<file path="src/hdl/tlca_pkg.sv">
`timescale 1ns / 1ps

package tlca_pkg;

  localparam int unsigned NODES   = 1024;
  localparam int unsigned LEVELS  = 11;
  localparam int unsigned NODE_W  = $clog2(NODES);
  localparam int unsigned DEPTH_W = NODE_W + 1;
  localparam int unsigned LVL_W   = $clog2(LEVELS);

  typedef enum logic {
    OP_ATTACH = 1'b0,
    OP_QUERY  = 1'b1
  } op_e;

  typedef logic [NODE_W-1:0] node_t;

  // One row of the node table: everything known about one node.
  typedef struct packed {
    logic                           attached;
    logic [DEPTH_W-1:0]             depth;
    logic [LEVELS-1:0][NODE_W-1:0]  anc;
  } row_t;

  typedef struct packed {
    logic             load_in;
    logic             check;
    logic             sel_anc;
    logic             anc_step;
    logic             lift_step;
    logic             meet_step;
    logic             res_self;
    logic             res_parent;
    logic             out_load;
    logic             mem_we;
    logic             mem_clr;
    logic [LVL_W-1:0] lvl;
    node_t            clr_addr;
  } cmd_t;

  typedef struct packed {
    logic is_query;
    logic attach_ok;
    logic diff_bit;
    logic same;
  } sts_t;

endpackage

</file>
<file path="src/hdl/tlca_ctrl.sv">
`timescale 1ns / 1ps

module tlca_ctrl (
  input  logic           clk_i,
  input  logic           rst_ni,
  input  logic           in_valid_i,
  output logic           in_ready_o,
  output logic           out_valid_o,
  input  logic           out_ready_i,
  input  tlca_pkg::sts_t sts_i,
  output tlca_pkg::cmd_t cmd_o
);
  import tlca_pkg::*;

  typedef enum logic [14:0] {
    ST_CLEAR   = 15'h0001,
    ST_IDLE    = 15'h0002,
    ST_READ    = 15'h0004,
    ST_CHECK   = 15'h0008,
    ST_ANC_RD  = 15'h0010,
    ST_ANC_WT  = 15'h0020,
    ST_WRITE   = 15'h0040,
    ST_LIFT_RD = 15'h0080,
    ST_LIFT_WT = 15'h0100,
    ST_SAME    = 15'h0200,
    ST_MEET_RD = 15'h0400,
    ST_MEET_WT = 15'h0800,
    ST_PAR_RD  = 15'h1000,
    ST_PAR_WT  = 15'h2000,
    ST_OUT     = 15'h4000
  } state_e;

  localparam logic [LVL_W-1:0] LvlTop  = LVL_W'(LEVELS - 1);
  localparam node_t            ClrLast = NODE_W'(NODES - 1);

  state_e           state_q, state_d;
  logic [LVL_W-1:0] lvl_q, lvl_d;
  node_t            clr_q, clr_d;
  logic             out_valid_q, out_valid_d;
  cmd_t             cmd;
  logic             in_ready;

  always_comb begin
    state_d     = state_q;
    lvl_d       = lvl_q;
    clr_d       = clr_q;
    out_valid_d = out_valid_q;
    in_ready    = 1'b0;
    cmd          = '0;
    cmd.lvl      = lvl_q;
    cmd.clr_addr = clr_q;

    if (out_valid_q && out_ready_i) begin
      out_valid_d = 1'b0;
    end

    unique case (state_q)
      ST_CLEAR: begin
        cmd.mem_we  = 1'b1;
        cmd.mem_clr = 1'b1;
        clr_d       = clr_q + NODE_W'(1);
        if (clr_q == ClrLast) begin
          state_d = ST_IDLE;
        end
      end
      ST_IDLE: begin
        in_ready = 1'b1;
        if (in_valid_i) begin
          cmd.load_in = 1'b1;
          state_d     = ST_READ;
        end
      end
      ST_READ: begin
        state_d = ST_CHECK;
      end
      ST_CHECK: begin
        cmd.check = 1'b1;
        if (sts_i.is_query) begin
          lvl_d   = LvlTop;
          state_d = ST_LIFT_RD;
        end else if (sts_i.attach_ok) begin
          lvl_d   = LVL_W'(1);
          state_d = ST_ANC_RD;
        end else begin
          state_d = ST_IDLE;
        end
      end
      ST_ANC_RD: begin
        cmd.sel_anc = 1'b1;
        state_d     = ST_ANC_WT;
      end
      ST_ANC_WT: begin
        cmd.anc_step = 1'b1;
        if (lvl_q == LvlTop) begin
          state_d = ST_WRITE;
        end else begin
          lvl_d   = lvl_q + LVL_W'(1);
          state_d = ST_ANC_RD;
        end
      end
      ST_WRITE: begin
        cmd.mem_we = 1'b1;
        state_d    = ST_IDLE;
      end
      ST_LIFT_RD: begin
        // Levels whose bit of the depth difference is clear skip ST_LIFT_WT.
        if (sts_i.diff_bit) begin
          state_d = ST_LIFT_WT;
        end else if (lvl_q == '0) begin
          state_d = ST_SAME;
        end else begin
          lvl_d = lvl_q - LVL_W'(1);
        end
      end
      ST_LIFT_WT: begin
        cmd.lift_step = 1'b1;
        if (lvl_q == '0) begin
          state_d = ST_SAME;
        end else begin
          lvl_d   = lvl_q - LVL_W'(1);
          state_d = ST_LIFT_RD;
        end
      end
      ST_SAME: begin
        if (sts_i.same) begin
          cmd.res_self = 1'b1;
          state_d      = ST_OUT;
        end else begin
          lvl_d   = LvlTop;
          state_d = ST_MEET_RD;
        end
      end
      ST_MEET_RD: begin
        state_d = ST_MEET_WT;
      end
      ST_MEET_WT: begin
        cmd.meet_step = 1'b1;
        if (lvl_q == '0) begin
          state_d = ST_PAR_RD;
        end else begin
          lvl_d   = lvl_q - LVL_W'(1);
          state_d = ST_MEET_RD;
        end
      end
      ST_PAR_RD: begin
        state_d = ST_PAR_WT;
      end
      ST_PAR_WT: begin
        cmd.res_parent = 1'b1;
        state_d        = ST_OUT;
      end
      ST_OUT: begin
        if (!out_valid_q || out_ready_i) begin
          cmd.out_load = 1'b1;
          out_valid_d  = 1'b1;
          state_d      = ST_IDLE;
        end
      end
      default: begin
        state_d = ST_IDLE;
      end
    endcase
  end

  always_ff @(posedge clk_i or negedge rst_ni) begin
    if (!rst_ni) begin
      state_q     <= ST_CLEAR;
      lvl_q       <= '0;
      clr_q       <= '0;
      out_valid_q <= 1'b0;
    end else begin
      state_q     <= state_d;
      lvl_q       <= lvl_d;
      clr_q       <= clr_d;
      out_valid_q <= out_valid_d;
    end
  end

  assign cmd_o       = cmd;
  assign in_ready_o  = in_ready;
  assign out_valid_o = out_valid_q;

endmodule

</file>
<file path="config.mk">
export PLATFORM = sky130hd
export DESIGN_NAME = tlca_ctrl
export DESIGN_NICKNAME = d
export VERILOG_FILES = /design/src/hdl/tlca_pkg.sv /design/src/hdl/tlca_ctrl.sv
export SDC_FILE = /design/constraint.sdc
export NUM_CORES = 1
export LEC_CHECK = 0
export ABC_AREA = 1
export BUFFER_PORTS_ARGS = -buffer_cell sky130_fd_sc_hd__buf_2
export CAP_MARGIN = 10
export CORE_UTILIZATION = 30
export CTS_CLUSTER_DIAMETER = 150
export CTS_CLUSTER_SIZE = 10
export DETAILED_ROUTE_END_ITERATION = 6
export PLACE_DENSITY = 0.6
export RECOVER_POWER = 25
export SYNTH_ARGS = -nofsm -noshare
export SYNTH_HDL_FRONTEND = slang
export SYNTH_SLANG_ARGS = --single-unit
</file>
<file path="constraint.sdc">
create_clock -name clk_i -period 2.8 [get_ports clk_i]
set_clock_uncertainty 0.05 [all_clocks]
set_input_delay 0 -clock clk_i [delete_from_list [all_inputs] [get_ports clk_i]]
set_output_delay 0 -clock clk_i [all_outputs]
set_load 0.005 [all_outputs]
</file>
Yosys cells after proc, flatten, opt, wreduce, memory -nomap -nowiden --
Cells that the tools add are included.
Storage, ports and cells: flip-flop bits (word level) 30, logic and storage cells 78, output and inout port bits 27
Cells by class: muxes and demuxes 37, add/subtract/negate cells 3, reductions and logical operators 9, eq/ne operators 25
Operator list (count):
- $pmux 15 s14 | 1
- $mux 15 | 7
- $mux 4 | 6
- $pmux 4 s5 | 1
- $mux 1 | 18
- $eq 15x1->1 const B | 1
- $eq 15x10->1 const B | 1
- $eq 15x11->1 const B | 1
- $eq 15x12->1 const B | 1
- $eq 15x13->1 const B | 1
- $eq 15x14->1 const B | 1
- $eq 15x15->1 const B | 1
- $eq 15x2->1 const B | 1
- $eq 15x3->1 const B | 1
- $eq 15x4->1 const B | 1
- $eq 15x5->1 const B | 1
- $eq 15x6->1 const B | 1
- $eq 15x7->1 const B | 1
- $eq 15x8->1 const B | 1
- $eq 15x9->1 const B | 1
- $mux 13 | 1
- $ne 2x2->1 const B | 6
- $add 10x1->10 const B | 1
- $eq 10x10->1 const B | 1
- 15 further kinds | 17

Longest topological paths before layout --
depth after elaboration 4, mapped depth 15, mapped depth without buffers 15

Worst setup path after synthesis --
No wires, ideal clock.
kind flip-flop to flip-flop, start reg state_q[5], end reg lvl_q[3], path slack 561 ps, required time 2634 ps, buffers on the path 0, stages on the path, launching flop included 15, clock period less this slack 2239 ps, arrival 2073 ps, cells stage by stage dfrtp_1 > nor2_4 > nand2_4 > nor2_8 > nand3b_1 > nand3_2 > ha_1 > a21oi_1 > nand2_1 > xnor2_1 > nor2_1 > a21oi_1 > nand2_1 > nand2_1 > nand2_1
Between the ends: cells in the longest elaborated chain, start to end 4, elaborated cells between the ends (all ways) 14, classes of those cells eq/ne (10); mux (1); reduce/logical (3)
Ends and longest elaborated chain:
- start, declared | RTL line tlca_ctrl.sv:36 | state_e state_q, state_d;
- start signal, assigned | RTL line tlca_ctrl.sv:172 | state_q <= state_d;
- $eq 15x12->1 / $eq 15x9->1 (equally long branches) | RTL line tlca_ctrl.sv:57 | unique case (state_q)
- $reduce_or 2->1 (no line)
- $reduce_bool 5->1 (no line)
- $reduce_and 5->1 (no line)
- end signal, assigned | RTL line tlca_ctrl.sv:173 | lvl_q <= lvl_d;
- end, declared | RTL line tlca_ctrl.sv:37 | logic [LVL_W-1:0] lvl_q, lvl_d;
Parallel ways exist; a longest one is shown, timed or not. A chain may end at the register's enable or synchronous reset.

Worst setup path after layout --
start reg state_q[1], end reg lvl_q[3]
The elaborated chain is that of the path after synthesis.

==> results.ini <==
[die]
start_util = 0.3173
die_h_um = 84.88
row_count = 29
die_w_um = 84.88
die_area_sq_mm = 0.007205
coreArea_sq_mm = 0.006495
pin_count = 35

[critical_path]
rrSetupSlack_ps = 280
cp.arrival_ps = 2640
crit_type = reg2reg
rr_startpoint = state_q[1]
cp-end-kind = register
start_kind = register
cp.required_ps = 2930
crit_fanout = 10
r2r-end = lvl_q[3]
reg2reg_depth = 14

[routing]
drc = 0
drt_iter0_drc = 102
drt-pass1-iter-count = 6
via_per_inst = 4.584
ant_nets = 0
wl_mm = 4.707
wl_per_cell_um = 11.65
via_count = 1852

[synth]
ys.warnings.count = 0
synth_top_area_share = 0.3522
yosysTopAreaCell = dfrtp_1
syn_area_sq_mm = 0.002061
synth_commonest_cells = 62 x nand2_1, 49 x inv_1, 39 x nor2_1
avgSynthCellArea_sq_um = 7.413
synthFlopType = dfrtp_1
yosysMostFrequentCell = nand2_1
ys_ff_latch = 30
synth_edf_count = 0
yosysSeqAreaShare = 0.3649
synth_area_leaders = dfrtp_1 35%, nand2_1 11%, inv_1 8.9%
ys_types = 31
synthArstFlopShare = 1.000
netlist_instances = 278
syn_nets = 290

[global_route]
antenna_found_initial = 0
grt_max_degree = 31
grt_pass1_wl_mm = 7.769
track_usage = 0.1380
grt_overflow_total = 0
grt_pass1_vias = 1673

[timing]
period_share = 0.8995
max_slew_margin = -0.1375
slew_viol_final = 31
setup_violations = 0
max_freq_ghz = 0.3970
period_minus_slack_ps = 2519
tightest_slew_ps = 1706
tns_ps = 0
rsz0062_at_grt = false
hold_violations = 0

[placed_design]
port-buffer-count = 34
dpl.hpwl_mm = 3.659
gp_congestion = 0.8062
placement.cell_area_sq_mm = 0.002335

[cells_and_area]
diodes = 0
fin_nets = 338
multi_input_area_sq_mm = 0.001110
fill_cells = 670
areaGrowthSynthToFinish_pct = 21.74
register_area_sq_um = 752.0
drive_above_1_share = 0.2202
final_cell_area_sq_mm = 0.002509

[min_path]
min_to = lvl_q[3]
whs_path_depth = 5
hold_class = in2reg
min_from = sts_i[3]

[cts]
htree_levels = 2
clockRootBuffer = clkbuf_8
clk_pin_slew_worst_paths_ps = 70
cts_setup_buffers = 0
cts_tree = yes
cts.path.max_buffers = 2
cts.sinks = 30
numCtsBuffers = 5
clkLatencyLatePin_ps = 280
cts.repair.resized = 0

[power_and_ir_drop]
p_per_area_mw_per_mm2 = 592.9
peakVddDrop_v = 0.0002904
p_leak_nw = 1.494

[flow_run]
drv_cap = 1

[status]
outcome = complete, but fails checks
violations = max-capacitance violations, max-slew violations

[cell families after synthesis]
family	share of synthesized area
compound gates	0.04311
xor+xnor	0.03825
fa+ha+maj	0.02793
buf+inv	0.09654
flops	0.3649
simple gates	0.4293
[how the worst max path moves through the flow]
stage                     startpoint  endpoint  slack (ps)  cells past startpoint
final                     state_q[1]  lvl_q[3]         280                     14
after global routing      state_q[1]  lvl_q[3]           2                     14
after CTS                 state_q[1]  lvl_q[3]         290                     14
after detailed placement  state_q[1]  lvl_q[3]         310                     14
after global placement    state_q[1]  lvl_q[3]         400                     14
after floorplan           state_q[5]  lvl_q[3]         560                     14
[where the power goes]
group	leakage [nW]	switching, mW	internal [mW]	total [mW]
Clock	0.0585	0.170	0.290	0.459
Sequential	0.408	0.0592	0.473	0.532
Combinational	1.03	0.312	0.184	0.496
[stage by stage]
| stage | power (mW) | setup slack (ps) | hold WS (ps) | instances | util |
|---|---|---|---|---|---|
| 2_1_floorplan | 0.8824 | 560.7 | -345.6 | 278 | - |
| 3_3_place_gp | 1.025 | 402.5 | 36.39 | 390 | 0.3595 |
| 3_5_place_dp | 1.033 | 306.3 | 47.26 | 390 | 0.3595 |
| 4_1_cts | 1.514 | 286.8 | 38.98 | 404 | 0.3866 |
| 5_1_grt | 1.591 | 2.381 | 98.35 | 404 | 0.3862 |
| 6_report | 1.487 | 281.4 | 50.35 | 404 | 0.3862 |
[flip-flops by register name, summed over array words and instances (netlist names)]
register,flops
clr_q,10
lvl_q,4
out_valid_o,1
state_q,15
[worst max-delay path: stages (launching register included)]
cell and delay (ps):
dfrtp_1 420, nor2_2 190, nand2_4 130, nor2_8 180
nand3b_1 210, nand3_2 170, ha_1 280, a21oi_1 160
nand2_1 80, xnor2_1 170, nor2_1 60, a21oi_1 130
nand2_1 70, nand2_1 60, nand2_1 40
[layer usage]
| metal | track usage | vias to the layer above | share of wire | wire length [um] |
|---|---|---|---|---|
| met2 | 0.2195 | 31 | 0.46 | 2153 |
| met3 | 0.02918 | 6 | 0.036 | 170 |
| li1 | - | 964 | - | - |
| met4 | 0.05547 | 0 | 0.016 | 77 |
| met5 | 0 | - | 0 | 0 |
| met1 | 0.1838 | 851 | 0.49 | 2305 |
[layout make-up]
type,count,area share
Sequential cell,30,0.2998
Multi-Input combinational cell,196,0.4424
Inverter,51,0.07631
Tap cell,77,0.03840
Clock inverter,1,0.01197
Timing Repair Buffer,42,0.09676
Clock buffer,7,0.03441
[timing repair]
item / 4_1_cts / 5_1_grt
endpoints found under the setup margin: 0 / 1
hold buffers: 6 / 0
hold endpoints to repair: 34 / 0
[cell usage in the layout (no fill, tap or decap), types with 4 or more instances in the layout]
| cell | n |
|---|---|
| nand3_1 | 26 |
| o21ai_0 | 5 |
| nor2_4 | 4 |
| nor2_2 | 7 |
| dfrtp_1 | 29 |
| a21oi_1 | 6 |
| nand2_4 | 4 |
| dlygate4sd3_1 | 6 |
| nor2_1 | 39 |
| nor3_1 | 5 |
| buf_2 | 32 |
| xor2_1 | 6 |
| nand2_1 | 62 |
| clkbuf_8 | 6 |
| nand4_1 | 6 |
| inv_1 | 49 |
| nand3_2 | 4 |
Note: power is estimated with default switching activity, not from simulation.
