## src/hdl/tlca_pkg.sv

```systemverilog
`timescale 1ns / 1ps

package tlca_pkg;

  localparam int unsigned NODES   = 1024;
  localparam int unsigned LEVELS  = 11;
  localparam int unsigned NODE_W  = $clog2(NODES);
  localparam int unsigned DEPTH_W = NODE_W + 1;
  localparam int unsigned LVL_W   = $clog2(LEVELS);

  typedef enum logic {
    OP_ATTACH = 1'b0,
    OP_QUERY  = 1'b1
  } op_e;

  typedef logic [NODE_W-1:0] node_t;

  // One row of the node table: everything known about one node.
  typedef struct packed {
    logic                           attached;
    logic [DEPTH_W-1:0]             depth;
    logic [LEVELS-1:0][NODE_W-1:0]  anc;
  } row_t;

  typedef struct packed {
    logic             load_in;
    logic             check;
    logic             sel_anc;
    logic             anc_step;
    logic             lift_step;
    logic             meet_step;
    logic             res_self;
    logic             res_parent;
    logic             out_load;
    logic             mem_we;
    logic             mem_clr;
    logic [LVL_W-1:0] lvl;
    node_t            clr_addr;
  } cmd_t;

  typedef struct packed {
    logic is_query;
    logic attach_ok;
    logic diff_bit;
    logic same;
  } sts_t;

endpackage

```

## src/hdl/tlca_dp.sv

```systemverilog
`timescale 1ns / 1ps

module tlca_dp (
  input  logic            clk_i,
  input  tlca_pkg::cmd_t  cmd_i,
  output tlca_pkg::sts_t  sts_o,
  input  logic            opcode_i,
  input  tlca_pkg::node_t node_a_i,
  input  tlca_pkg::node_t node_b_i,
  output tlca_pkg::node_t ancestor_o,
  output logic            mem_we_o,
  output tlca_pkg::node_t waddr_o,
  output tlca_pkg::row_t  wdata_o,
  output tlca_pkg::node_t raddr_a_o,
  output tlca_pkg::node_t raddr_b_o,
  input  tlca_pkg::row_t  rdata_a_i,
  input  tlca_pkg::row_t  rdata_b_i
);
  import tlca_pkg::*;

  op_e                           op_q;
  node_t                         x_q;
  node_t                         y_q;
  node_t                         res_q;
  node_t                         ans_q;
  logic [DEPTH_W-1:0]            diff_q;
  logic [DEPTH_W-1:0]            dep_q;
  logic [LEVELS-1:0][NODE_W-1:0] anc_q;

  logic [LVL_W-1:0]   lvl_m1;
  node_t              ax;
  node_t              ay;
  node_t              ax_m1;
  logic [DEPTH_W-1:0] dep_a;
  logic [DEPTH_W-1:0] dep_b;
  row_t               new_row;

  assign lvl_m1 = cmd_i.lvl - LVL_W'(1);
  assign ax     = rdata_a_i.anc[cmd_i.lvl];
  assign ay     = rdata_b_i.anc[cmd_i.lvl];
  assign ax_m1  = rdata_a_i.anc[lvl_m1];
  assign dep_a  = rdata_a_i.depth;
  assign dep_b  = rdata_b_i.depth;

  always_ff @(posedge clk_i) begin
    if (cmd_i.load_in) begin
      op_q <= op_e'(opcode_i);
      x_q  <= node_a_i;
      y_q  <= node_b_i;
    end
    if (cmd_i.check) begin
      if (op_q == OP_QUERY) begin
        // The deeper node goes to x. When the shallower node sits at depth
        // zero, lifting always reaches the sentinel, so x starts there.
        if (dep_a < dep_b) begin
          y_q    <= x_q;
          diff_q <= (dep_a == '0) ? '0 : dep_b - dep_a;
          x_q    <= (dep_a == '0) ? '0 : y_q;
        end else begin
          diff_q <= (dep_b == '0) ? '0 : dep_a - dep_b;
          if (dep_b == '0) begin
            x_q <= '0;
          end
        end
      end else begin
        dep_q    <= dep_b + DEPTH_W'(1);
        anc_q[0] <= y_q;
      end
    end
    if (cmd_i.anc_step) begin
      anc_q[cmd_i.lvl] <= ax_m1;
    end
    if (cmd_i.lift_step) begin
      x_q <= ax;
    end
    if (cmd_i.meet_step && (ax != ay)) begin
      x_q <= ax;
      y_q <= ay;
    end
    if (cmd_i.res_self) begin
      res_q <= x_q;
    end
    if (cmd_i.res_parent) begin
      res_q <= rdata_a_i.anc[0];
    end
    if (cmd_i.out_load) begin
      ans_q <= res_q;
    end
  end

  always_comb begin
    new_row.attached = 1'b1;
    new_row.depth    = dep_q;
    new_row.anc      = anc_q;
  end

  assign raddr_a_o  = cmd_i.sel_anc ? anc_q[lvl_m1] : x_q;
  assign raddr_b_o  = y_q;
  assign mem_we_o   = cmd_i.mem_we;
  assign waddr_o    = cmd_i.mem_clr ? cmd_i.clr_addr : x_q;
  assign wdata_o    = cmd_i.mem_clr ? row_t'('0) : new_row;
  assign ancestor_o = ans_q;

  always_comb begin
    sts_o.is_query  = (op_q == OP_QUERY);
    sts_o.attach_ok = (x_q != '0) && !rdata_a_i.attached &&
                      ((y_q == '0) || rdata_b_i.attached);
    sts_o.diff_bit  = diff_q[cmd_i.lvl];
    sts_o.same      = (x_q == y_q);
  end

endmodule

```

## config.mk

```make
export PLATFORM = sky130hd
export DESIGN_NAME = tlca_dp
export DESIGN_NICKNAME = d
export VERILOG_FILES = /design/src/hdl/tlca_pkg.sv /design/src/hdl/tlca_dp.sv
export SDC_FILE = /design/constraint.sdc
export NUM_CORES = 1
export LEC_CHECK = 0
export ABC_AREA = 1
export BUFFER_PORTS_ARGS = -buffer_cell sky130_fd_sc_hd__buf_2
export CELL_PAD_IN_SITES_DETAIL_PLACEMENT = 1
export CELL_PAD_IN_SITES_GLOBAL_PLACEMENT = 1
export CORE_ASPECT_RATIO = 1.2
export CORE_UTILIZATION = 30
export DETAILED_ROUTE_END_ITERATION = 8
export PLACE_DENSITY_LB_ADDON = 0.1
export SLEW_MARGIN = 10
export SYNTH_ARGS = -nofsm -noshare
export SYNTH_HDL_FRONTEND = slang
export SYNTH_SLANG_ARGS = --single-unit
```

## constraint.sdc

```tcl
create_clock -name clk_i -period 9.9 [get_ports clk_i]
set_input_delay 1.98 -clock clk_i [delete_from_list [all_inputs] [get_ports clk_i]]
set_output_delay 1.98 -clock clk_i [all_outputs]
set_load 0.01 [all_outputs]
```

Word level (Yosys, flattened, before mapping)
Index checks and enable logic that the tools add are counted.
Word-level totals
  register bits: 173
  output and inout bits: 167
Cells by class
  add/sub/neg operators: 4
  magnitude comparators: 4
  equal/unequal tests: 2
  muxes and demuxes: 37
  bitwise logic cells: 1
  reductions and logical operators: 13
Operators with widths (number)
  $mux 10: 25
  $bmux 10 s4: 4
  $mux 122: 1
  $bwmux 110: 1
  $demux 10 s4: 1
  $mux 11: 3
  $logic_not 11->1: 2
  $sub 11x11->11: 2
  $add 11x1->11 const B: 1
  $lt 11x11->1: 1
  $eq 10x10->1: 1
  $logic_not 10->1: 1
  $lt 4x5->1 const B: 2
  $ne 10x10->1: 1
  $reduce_bool 10->1: 1
  $bmux 1 s4: 1
  $ge 4x1->1 const B: 1
  $logic_and 1x1->1: 4
  $reduce_and 2->1: 2
  $sub 4x1->4 const B: 1
  $reduce_bool 2->1: 1
  $logic_not 1->1: 1
  $logic_or 1x1->1: 1
  $mux 1: 1
  $not 1->1: 1

Longest topological paths before layout
Gate-level depths: netlist of the first run.
  depth in word-level cells: 7
  gate-level depth with buffers: 20
  mapped depth without buffers: 16

Least setup slack after synthesis of the first run
Ideal clock, no wire load.
  path type: input to output
  start point: input port cmd_i[10] (netlist name)
  end point: output port raddr_a_o[0]
  arrival: 4.201 ns
  required time: 7.920 ns
  slack: 3.719 ns
  stages: 14
  cells stage by stage: buf_6 inv_2 buf_6 buf_2 buf_2 buf_2 ha_1 clkbuf_1 clkbuf_1 clkbuf_1 a22oi_1 o21ai_0 nand2_1 o21ai_1
Between the ends
  word-level cells in the longest chain between the ends: 4
Ends and longest elaborated chain
  from (decl): line tlca_dp.sv:5  | input tlca_pkg::cmd_t cmd_i,
  $sub 4x1->4: line tlca_dp.sv:38  | assign lvl_m1 = cmd_i.lvl - LVL_W'(1);
  $bmux 10 s4: line tlca_dp.sv:97  | assign raddr_a_o = cmd_i.sel_anc ? anc_q[lvl_m1] : x_q;
  $mux 10 (not written as such): line tlca_dp.sv:97
  $mux 10: line tlca_dp.sv:97
  to (decl): line tlca_dp.sv:14  | output tlca_pkg::node_t raddr_a_o,
Every way passes these cells. The select of a mux whose other input is x is not followed.

Final worst setup path of the first run
Ends and elaborated chain as after synthesis.

==> results of run 1 <==
==> synthesized netlist by cell type, drive strengths merged <==
cell    instances  area [um^2]
clkinv          1         3.75
ha             28          350
edfxtp        143         4290
clkbuf         78          293
mux2i           6         60.1
or2             2         12.5
a21oi         104          521
a31oi           5         31.3
o21bai          1         7.51
nand3         129          651
a221oi          2         17.5
xor2           26          228
dfxtp          30          601
and3            1         6.26
inv           329         1230
nor2          262          986
xnor2           7         61.3
buf            61          373
nor3            6         30.0
fa              2         40.0
o21ai         240         1200
nand4           7         43.8
o211ai         33          248
nand2         580         2180
and2            1         6.26
o22ai          11         68.8
a21o            4         30.0
nor4            6         37.5
a22oi          20          150
==> per-stage QoR <==
stage	instances	worst slack (ns)	power [W]	cell area (um^2)
6_report	3107	2.40	0.00230	17000
3_3_place_gp	3073	2.51	0.00162	16400
4_1_cts	3105	2.45	0.00231	16900
3_5_place_dp	3073	2.46	0.00163	16400
2_1_floorplan	2125	3.72	0.00131	13800
5_1_grt	3107	2.19	0.00240	17000
==> final cells by class <==
| class | count | area (um^2) | share of cell area [%] |
|---|---|---|---|
| clock inverters | 15 | 171 | 1.01 |
| inverters | 330 | 1240 | 7.32 |
| clock buffers | 17 | 425 | 2.51 |
| diodes | 2 | 5.00 | 0.0295 |
| well taps | 609 | 762 | 4.49 |
| repair buffers | 478 | 2460 | 14.5 |
| flip-flops and latches | 173 | 4890 | 28.9 |
| multi-input cells | 1483 | 6990 | 41.3 |
==> power by group through the flow <==
stage	Combinational [W]	Sequential (W)	Clock, W
after global placement	0.000701	0.000920	0
after detailed placement	0.000714	0.000921	0
after CTS	0.000716	0.000904	0.000688
after floorplan	0.000409	0.000897	0
final	0.000710	0.000904	0.000682
after global routing	0.000785	0.000907	0.000712
==> worst paths after layout <==
| path | start | end | slack (ns) | cells after the start |
|---|---|---|---|---|
| setup / recovery | cmd_i[10] | raddr_a_o[0] | 2.40 | 11 |
| hold reg to reg | res_q[6] | ancestor_o[6] | 0.43 | 0 |
| hold / removal | res_q[6] | ancestor_o[6] | 0.43 | 0 |
| setup reg to reg | op_q | raddr_b_o[2] | 7.08 | 7 |
==> cells by family (layout without fill, tap and decap cells) <==
kind of cell	after synthesis	count (layout)	share of synthesized area (%)
xor+xnor	33	33	2.10
fa+ha+maj	30	30	2.84
mux	6	6	0.436
compound gates	420	420	16.5
buf+inv	469	840	13.8
other cells	0	2	0
simple gates	994	994	28.7
flops	173	173	35.6
==> per-layer routing <==
| metal | global-route usage (%) | up-vias |
|---|---|---|
| li1 | - | 7480 |
| met1 | 30.8 | 7279 |
| met2 | 50.9 | 437 |
| met3 | 2.66 | 106 |
| met4 | 12.4 | 8 |
| met5 | 0 | - |
==> sequential cells by signal, summed over array words and instances (netlist names) <==
register    count
op_q            1
dep_q          11
x_q            10
diff_q         11
anc_q         110
ancestor_o     10
res_q          10
raddr_b_o      10
==> cell usage in the layout (no fill, tap or decap), types with 4 or more instances in the layout <==
master,netlist,routed
sky130_fd_sc_hd__a31oi_1,5,5
sky130_fd_sc_hd__dfxtp_1,30,30
sky130_fd_sc_hd__buf_2,34,453
sky130_fd_sc_hd__nor2_1,261,257
sky130_fd_sc_hd__nor2_2,1,5
sky130_fd_sc_hd__mux2i_1,6,6
sky130_fd_sc_hd__inv_6,0,4
sky130_fd_sc_hd__nand2_1,579,579
sky130_fd_sc_hd__nand4_1,7,7
sky130_fd_sc_hd__a21oi_1,104,104
sky130_fd_sc_hd__xor2_1,26,25
sky130_fd_sc_hd__o21ai_1,53,54
sky130_fd_sc_hd__clkbuf_16,0,17
sky130_fd_sc_hd__ha_1,28,27
sky130_fd_sc_hd__inv_2,5,4
sky130_fd_sc_hd__nor4_1,6,6
sky130_fd_sc_hd__a21o_1,4,4
sky130_fd_sc_hd__edfxtp_1,143,143
sky130_fd_sc_hd__o21ai_0,187,186
sky130_fd_sc_hd__o211ai_1,33,33
sky130_fd_sc_hd__nor3_1,6,6
sky130_fd_sc_hd__o22ai_1,11,11
sky130_fd_sc_hd__a22oi_1,20,20
sky130_fd_sc_hd__inv_1,324,324
sky130_fd_sc_hd__buf_4,13,24
sky130_fd_sc_hd__clkinv_8,0,5
sky130_fd_sc_hd__nand3_1,128,128
sky130_fd_sc_hd__xnor2_1,7,6
==> results.py, run 1 <==
metrics = {
    "power_and_ir_drop": {
        "power_switching_share_pct": 37.7,
        "power_frac_seq_pct": 39.4,
        "cell_leakage_power_nw": 9.03,
        "vdd.ir_drop.worst_uv": 122,
        "combPwrFrac_pct": 30.9,
        "clockPowerShare_pct": 29.7,
        "power-per-cell-area_nw_per_um2": 135,
        "net-switching-power_w": 0.000865,
        "cell_internal_pwr_w": 0.00143,
    },
    "place": {
        "portBuffers": 455,
        "place.gp.congestion": 0.927,
        "hpwl_um": 52100,
    },
    "grt": {
        "grt_max_degree": 92,
        "grt_remaining_overflow": 0,
        "grt_first_pass_wirelength_um": 94200,
        "globalRouteTotalUtil_pct": 27.3,
        "grt_antenna_before_repair": 6,
        "number_of_global_route_vias_before_repair": 15700,
    },
    "final_layout": {
        "flow.area_growth_from_synthesis_pct": 23.2,
        "final_util_pct": 37.6,
        "drive_gt1_share_pct": 21.1,
        "finish.net_count": 2804,
        "fillerInstances": 5983,
    },
    "yosys": {
        "yosys_register_bits": 173,
        "post_synth_num_cell_types": 37,
        "synth_fp_nets": 2446,
        "postSynthAreaPerCell_um2": 6.48,
        "netlist_instances": 2125,
        "synth.yosys.seq_area_share_pct": 35.6,
        "ys.warnings.count": 0,
        "synth_area_um2": 13800,
    },
    "setup_path": {
        "timing_worst_setup_path_type": "input port to output port",
        "crit_arrival_ns": 5.52,
        "endpoint_kind": "output port",
        "path_buf_inv": 5,
        "critical-path-max-stage-delay_ns": 0.65,
        "top_delay_family_on_crit_path": "buffers and inverters",
        "worstSetupStartpointType": "input port",
        "crit_path_frequent_cell": "sky130_fd_sc_hd__buf_4",
        "worst-path-max-fanout": 74,
        "timing.critical_path.slowest_stage_cell": "sky130_fd_sc_hd__ha_2",
        "crit_path_cell_trace": "buf_6 -> inv_4 -> ha_2 -> buf_4 -> nor2_1 -> buf_4 -> a22oi_1 -> o21ai_0 -> nand2_1 -> o21ai_1 -> buf_2",
        "worst-endpoint-required_ns": 7.92,
    },
    "routing": {
        "detail_route.drc_violations": 0,
        "viasPerCell": 4.93,
        "wl_met1_um": 25900,
        "met2_wirelength_um": 33600,
        "met3WireLength_um": 2260,
        "top_layer_used_by_detailed_routing": "met5",
        "ant_nets": 0,
        "wirelength_um": 64600,
        "routed_wire_length_per_instance_um": 20.8,
        "total_via_count_in_the_routed_design": 15300,
        "firstDrtPassIters": 7,
        "first_iteration_detailed_routing_drc_count": 670,
    },
    "timing": {
        "final.min_clock_period_ns": 7.50,
        "fin_setup_tns_ns": 0,
        "worst-slew-pin-transition_ns": 1.16,
        "timing.max_slew.rel_slack_pct": 22.6,
        "final.hold.worst_slack_ns": 0.425,
        "hold_viol": 0,
        "rsz0062_at_grt": "false",
        "timing.final.crit_share_pct": 75.7,
        "final_max_slew_viol_count": 0,
        "fmaxAchievable_ghz": 0.133,
        "worst_clock_skew_ns": 0.00819,
        "setup_viol": 0,
    },
    "floorplan": {
        "initial_core_util_pct": 30.5,
        "die_w_um": 198,
        "die_area_um2": 46800,
        "floorplan.rows": 85,
        "die-height_um": 237,
        "core_region_area_um2": 45100,
        "floorplan.io_pins": 458,
    },
    "cts": {
        "tritoncts": "done",
        "clock_sink_count": 173,
        "tritoncts.num_buffers": 17,
        "worst_skew_pair.late_latency_ns": 0.45,
        "cts-htree-levels": 4,
        "postCtsSetupBuffers": 0,
        "clk_transition_reported_paths_ns": 0.08,
        "max-clock-path-buffers": 2,
        "cts_root_buffer": "sky130_fd_sc_hd__clkbuf_16",
        "hold_buffers": 0,
        "postCtsResizedCells": 0,
    },
    "min_path": {
        "class_of_the_tightest_hold_or_removal_check": "register to register",
    },
    "run": {
        "maxCapViolCount": 0,
    },
    "run_status": {
        "outcome": "complete, no violations",
    },
}
Note: power is estimated with default switching activity, not from simulation.
==> inputs of run 2 (changes only) <==
Clock period 9.9 ns to 7.1 ns, I/O delays scaled along.
==> run 2 against run 1 <==
Effect of this change: final area about the same; non-clock buffer count up 1; final cell count about the same; clock skew up 0.015 ns; via count up 0.73%; sequential power up 39%; die area unchanged; sequential cell count unchanged; sequential share of layout area about the same; utilization about the same; register-to-register slack worse by 2.7 ns; setup slack worse by 0.98 ns; largest power group unchanged.
==> results.py, run 2 (synthesized netlist as in run 1, its figures left out) <==
metrics = {
    "routing": {
        "viasPerCell": 4.96,
        "routed_wire_length_per_instance_um": 20.8,
        "total_via_count_in_the_routed_design": 15400,
        "ant_nets": 0,
        "wirelength_um": 64600,
        "firstDrtPassIters": 6,
        "detail_route.drc_violations": 0,
        "first_iteration_detailed_routing_drc_count": 704,
    },
    "floorplan": {
        "core_region_area_um2": 45100,
        "die_area_um2": 46800,
        "floorplan.io_pins": 458,
        "die-height_um": 237,
        "initial_core_util_pct": 30.5,
        "floorplan.rows": 85,
        "die_w_um": 198,
    },
    "cts": {
        "postCtsResizedCells": 0,
        "cts_root_buffer": "sky130_fd_sc_hd__clkbuf_16",
        "postCtsSetupBuffers": 0,
        "cts-htree-levels": 4,
        "tritoncts": "done",
        "hold_buffers": 0,
        "max-clock-path-buffers": 2,
        "tritoncts.num_buffers": 17,
        "clock_sink_count": 173,
        "worst_skew_pair.late_latency_ns": 0.47,
        "clk_transition_reported_paths_ns": 0.08,
    },
    "place": {
        "placedInstanceArea_um2": 16400,
        "place.gp.congestion": 0.919,
        "hpwl_um": 51200,
        "portBuffers": 455,
    },
    "grt": {
        "number_of_global_route_vias_before_repair": 15700,
        "grt_first_pass_wirelength_um": 95000,
        "grt_max_degree": 199,
        "grt_remaining_overflow": 0,
        "globalRouteTotalUtil_pct": 27.4,
        "grt_antenna_before_repair": 4,
    },
    "setup_path": {
        "timing_worst_setup_path_type": "input port to output port",
        "timing.reg2reg.setup_slack_ns": 4.34,
        "worst-endpoint-required_ns": 5.68,
        "path_buf_inv": 5,
        "crit_path_cell_trace": "buf_6 -> inv_4 -> buf_4 -> nand3_1 -> xor2_2 -> inv_2 -> nand2_1 -> o21ai_0 -> nand2_1 -> o21ai_1 -> buf_2",
        "top_delay_family_on_crit_path": "buffers and inverters",
        "worst-path-max-fanout": 69,
        "crit_path_frequent_cell": "sky130_fd_sc_hd__nand2_1",
        "endpoint_kind": "output port",
        "critical-path-max-stage-delay_ns": 0.66,
        "timing.critical_path.slowest_stage_cell": "sky130_fd_sc_hd__buf_4",
        "worstSetupStartpointType": "input port",
        "crit_arrival_ns": 4.26,
    },
    "timing": {
        "fin_setup_tns_ns": 0,
        "hold_viol": 0,
        "worst-slew-pin-transition_ns": 1.21,
        "setup_viol": 0,
        "rsz0062_at_grt": "false",
        "worst_clock_skew_ns": 0.0233,
        "fmaxAchievable_ghz": 0.176,
        "timing.final.crit_share_pct": 80.0,
        "timing.max_slew.rel_slack_pct": 18.7,
        "final.min_clock_period_ns": 5.68,
        "final_max_slew_viol_count": 0,
    },
    "final_layout": {
        "mostFrequentLayoutCells": "579 x sky130_fd_sc_hd__nand2_1, 453 x sky130_fd_sc_hd__buf_2, 324 x sky130_fd_sc_hd__inv_1, 257 x sky130_fd_sc_hd__nor2_1, 187 x sky130_fd_sc_hd__o21ai_0",
        "fillerInstances": 6044,
        "flow.area_growth_from_synthesis_pct": 23.2,
        "multi_input_combinational_cell_area_um2": 7010,
        "drive_gt1_share_pct": 21.1,
        "largest_register_ffs": 110,
        "largest_registers": "anc_q: 110 flops, dep_q: 11 flops, diff_q: 11 flops",
        "most_common_cell_after_layout_fill_and_taps_aside": "sky130_fd_sc_hd__nand2_1",
        "finish.net_count": 2805,
        "ff_latch_area_um2": 4890,
        "finish.instance_area_um2": 17000,
        "regMostFlops": "anc_q",
    },
    "run": {
        "maxCapViolCount": 0,
    },
    "run_status": {
        "outcome": "complete, no violations",
    },
    "min_path": {
        "class_of_the_tightest_hold_or_removal_check": "register to register",
    },
    "power_and_ir_drop": {
        "vdd.ir_drop.worst_uv": 209,
        "total_power_w": 0.00320,
        "power-per-cell-area_nw_per_um2": 188,
        "cell_leakage_power_nw": 9.05,
    },
}
-- run 2: changes by cell type in the layout (fill, tap and decap cells not counted), sizes merged --
cell	previous run	this run
clkinvlp	2	0
inv	335	336
buf	478	479
clkbuf	17	20
clkinv	8	6
-- run 2: cell type report --
cell class                 count  share of cell area [%]
sequential                   173                    28.9
timing repair buffer         479                    14.6
inverter                     330                    7.32
tap                          609                    4.49
antenna                        2                  0.0295
clock buffer                  20                    2.63
clock inverter                12                   0.752
multi-input combinational   1483                    41.3
-- run 2: routing by layer --
| layer | track usage [%] | part of all wire (%) |
|---|---|---|
| met4 | 10.2 | 3.3 |
| met2 | 51.2 | 53 |
| met3 | 2.51 | 3.5 |
| met1 | 32.0 | 41 |
| met5 | 0 | 0.037 |
-- run 2: worst reg2reg max path, delay by kind of cell (launching register included) --
| family | cells | cell delay [ns] |
|---|---|---|
| flops | 1 | 0.38 |
| buf+inv | 2 | 0.78 |
| simple gates | 4 | 1.02 |
| compound gates | 1 | 0.48 |
-- run 2: path summary, 6_finish.rpt --
kind,cells past startpoint,endpoint,start
worst max-delay path,11,raddr_a_o[0],cmd_i[10]
worst min-delay path,0,ancestor_o[6],res_q[6]
worst max register to register,7,raddr_b_o[5],op_q
worst min register to register,0,ancestor_o[6],res_q[6]
-- run 2: report_power, final --
group          total (W)  switching [W]  internal, W
sequential       0.00126      0.0000617      0.00119
combinational    0.00100       0.000672     0.000332
clock           0.000935       0.000460     0.000475
-- run 2: stage by stage --
step	worst slack (ns)	instances	hold slack, ns	util [%]
floorplan	2.04	2125	0.400	-
finish	1.42	3108	0.422	37.6
CTS	1.46	3106	0.423	37.6
global placement	1.45	3074	0.405	36.3
global route	1.19	3108	0.432	37.6
detailed placement	1.47	3074	0.405	36.3
==> inputs of run 3 (changes only) <==
Settings changed: ABC_AREA 1 to 0.
Clock period 7.1 ns to 5 ns, I/O delays scaled along.
==> run 3 against run 2 <==
Effect of this change: total power increased by 39%; worst hold slack barely moved; final area decreased by 7.5%; critical endpoint is now raddr_a_o[1]; largest cell class unchanged.
==> results.py, run 3 <==
metrics = {
    "setup_path": {
        "critical_path_cell_count": 9,
        "timing.critical_path.slowest_stage_cell": "sky130_fd_sc_hd__nor2b_2",
        "timing_worst_setup_path_type": "input port to output port",
        "top_delay_family_on_crit_path": "simple AND/OR/NAND/NOR gates",
        "timing.rr.end": "x_q[7]",
        "worst-path-max-fanout": 40,
        "crit_path_cell_trace": "buf_6 -> inv_1 -> ha_4 -> nor2b_2 -> a221oi_1 -> nor3_1 -> a31oi_1 -> a21oi_1 -> buf_2",
        "crit-reg2reg-launch": "op_q",
        "path_buf_inv": 3,
        "critPathCapture": "raddr_a_o[1]",
        "critical-path-max-stage-delay_ns": 0.58,
        "endpoint_kind": "output port",
        "worstRegToRegCells": 5,
        "timing.reg2reg.setup_slack_ns": 2.62,
        "critPathLaunch": "cmd_i[10]",
        "worst-endpoint-required_ns": 4.00,
        "worstSetupStartpointType": "input port",
        "crit_arrival_ns": 3.58,
    },
    "power_and_ir_drop": {
        "power-per-cell-area_nw_per_um2": 283,
        "vdd.ir_drop.worst_uv": 213,
        "cell_leakage_power_nw": 6.47,
    },
    "yosys": {
        "synth_top_cells_by_area": "sky130_fd_sc_hd__edfxtp_1 35%, sky130_fd_sc_hd__mux4_2 15%, sky130_fd_sc_hd__nor2b_1 6.5%",
        "yosysTopAreaCell": "sky130_fd_sc_hd__edfxtp_1",
        "synth_enable_flop_cells": 143,
        "synth_fp_nets": 1388,
        "netlist_instances": 1067,
        "synth_area_um2": 12100,
        "post_synth_num_cell_types": 48,
        "synth_ff_type": "sky130_fd_sc_hd__edfxtp_1",
        "postSynthAreaPerCell_um2": 11.4,
        "synth_top_area_share_pct": 35.4,
        "most_used_standard_cells_in_the_synthesized_netlist": "143 x sky130_fd_sc_hd__edfxtp_1, 126 x sky130_fd_sc_hd__nor2b_1, 82 x sky130_fd_sc_hd__mux4_2",
        "ys.warnings.count": 0,
        "synth-async-reset-ratio_pct": 0,
        "yosysMostFrequentCell": "sky130_fd_sc_hd__edfxtp_1",
        "synth.yosys.seq_area_share_pct": 40.3,
        "yosys_register_bits": 173,
    },
    "final_layout": {
        "regMostFlops": "anc_q",
        "most_common_cell_after_layout_fill_and_taps_aside": "sky130_fd_sc_hd__buf_2",
        "flow.area_growth_from_synthesis_pct": 29.2,
        "largest_registers": "anc_q: 110 flops, dep_q: 11 flops, diff_q: 11 flops",
        "finish.net_count": 1815,
        "mostFrequentLayoutCells": "452 x sky130_fd_sc_hd__buf_2, 143 x sky130_fd_sc_hd__edfxtp_1, 123 x sky130_fd_sc_hd__nor2b_1, 82 x sky130_fd_sc_hd__mux4_2, 66 x sky130_fd_sc_hd__mux2_2",
        "stdcell_count": 2050,
        "largest_register_ffs": 110,
        "drive_gt1_share_pct": 45.3,
    },
    "timing": {
        "final.setup.worst_slack_ns": 0.425,
        "hold_viol": 0,
        "setup_viol": 0,
        "final.min_clock_period_ns": 4.58,
        "final_max_slew_viol_count": 0,
        "worst_clock_skew_ns": 0.0100,
        "fin_setup_tns_ns": 0,
        "rsz0062_at_grt": "false",
        "worst-slew-pin-transition_ns": 1.11,
        "timing.max_slew.rel_slack_pct": 25.8,
        "final.hold.worst_slack_ns": 0.422,
        "fmaxAchievable_ghz": 0.219,
        "timing.final.crit_share_pct": 91.5,
    },
    "cts": {
        "postCtsResizedCells": 0,
        "hold_buffers": 0,
        "cts-htree-levels": 4,
        "clk_transition_reported_paths_ns": 0.07,
        "postCtsSetupBuffers": 0,
        "tritoncts.num_buffers": 17,
        "worst_skew_pair.late_latency_ns": 0.45,
        "cts_root_buffer": "sky130_fd_sc_hd__clkbuf_16",
        "clock_sink_count": 173,
        "max-clock-path-buffers": 2,
        "tritoncts": "done",
    },
    "floorplan": {
        "floorplan.io_pins": 458,
        "die-height_um": 222,
        "floorplan.rows": 80,
        "die_area_um2": 41300,
        "initial_core_util_pct": 30.5,
        "die_w_um": 186,
        "core_region_area_um2": 39800,
    },
    "routing": {
        "detail_route.drc_violations": 0,
        "firstDrtPassIters": 4,
        "wirelength_um": 52100,
        "ant_nets": 0,
        "first_iteration_detailed_routing_drc_count": 549,
        "total_via_count_in_the_routed_design": 10800,
        "routed_wire_length_per_instance_um": 25.4,
        "viasPerCell": 5.27,
    },
    "run_status": {
        "outcome": "complete, no violations",
    },
    "place": {
        "place.gp.congestion": 0.844,
        "hpwl_um": 42100,
        "post-place-ws_ns": 0.428,
        "portBuffers": 455,
        "place.detailed.instances": 2008,
    },
    "grt": {
        "number_of_global_route_vias_before_repair": 11300,
        "grt_antenna_before_repair": 17,
        "grt_max_degree": 53,
        "grt_first_pass_wirelength_um": 75100,
        "grt_remaining_overflow": 0,
        "globalRouteTotalUtil_pct": 25.1,
    },
    "run": {
        "maxCapViolCount": 0,
    },
    "min_path": {
        "class_of_the_tightest_hold_or_removal_check": "register to register",
    },
}
-- run 3: logic make-up (layout without fill, tap and decap cells) --
kind of cell	after synthesis	after routing	share of synthesized area, %
and+or+nand+nor	314	314	13.5
AOI/OAI and AO/OA	207	207	11.5
muxes	193	193	25.0
DFF	173	173	40.3
buffers and inverters	118	558	4.16
xor gates and xnor gates	32	32	2.31
adders and majority gates	30	30	3.21
other	0	10	0
-- run 3: power breakdown --
| part | total (W) | leakage (nW) | internal (W) | switching (W) |
|---|---|---|---|---|
| Clock | 0.00134 | 0.283 | 0.000672 | 0.000668 |
| Sequential | 0.00184 | 1.51 | 0.00171 | 0.000137 |
| Combinational | 0.00126 | 4.68 | 0.000564 | 0.000695 |
-- run 3: cell type report --
type,instances,area (um^2)
diodes,10,25.0
clock buffers,17,425
clock inverters,15,164
fillers,4557,24100
inverters,36,135
multi-input cells,776,6810
flip-flops and latches,173,4890
well taps,533,667
repair buffers,490,2580
-- run 3: how the worst min path moves through the flow --
| stage | from | endpoint | slack (ns) | cells after the start |
|---|---|---|---|---|
| 2_1_floorplan | res_q[0] | ancestor_o[0] | 0.40 | 0 |
| 3_3_place_gp | res_q[4] | ancestor_o[4] | 0.40 | 0 |
| 3_5_place_dp | res_q[0] | ancestor_o[0] | 0.41 | 0 |
| 4_1_cts | res_q[0] | ancestor_o[0] | 0.42 | 0 |
| 5_1_grt | res_q[2] | ancestor_o[2] | 0.44 | 0 |
| 6_report | res_q[0] | ancestor_o[0] | 0.42 | 0 |
-- run 3: layer usage --
metal  wire, um  up-vias  part of all wire, %  track usage (%)
li1           -     4931                    -                -
met1      22200     5389                   42             31.7
met2      26400      410                   51             43.6
met3       2720       57                  5.2             4.56
met4        835        8                  1.6             6.77
met5         42        -                0.081                0
-- run 3: per-stage QoR --
stage,utilization (%),instance area [um^2],total power [W]
2_1_floorplan,-,12100,0.00254
3_3_place_gp,37.8,15100,0.00313
3_5_place_dp,37.8,15100,0.00315
4_1_cts,39.3,15700,0.00449
5_1_grt,39.4,15700,0.00463
6_report,39.4,15700,0.00444
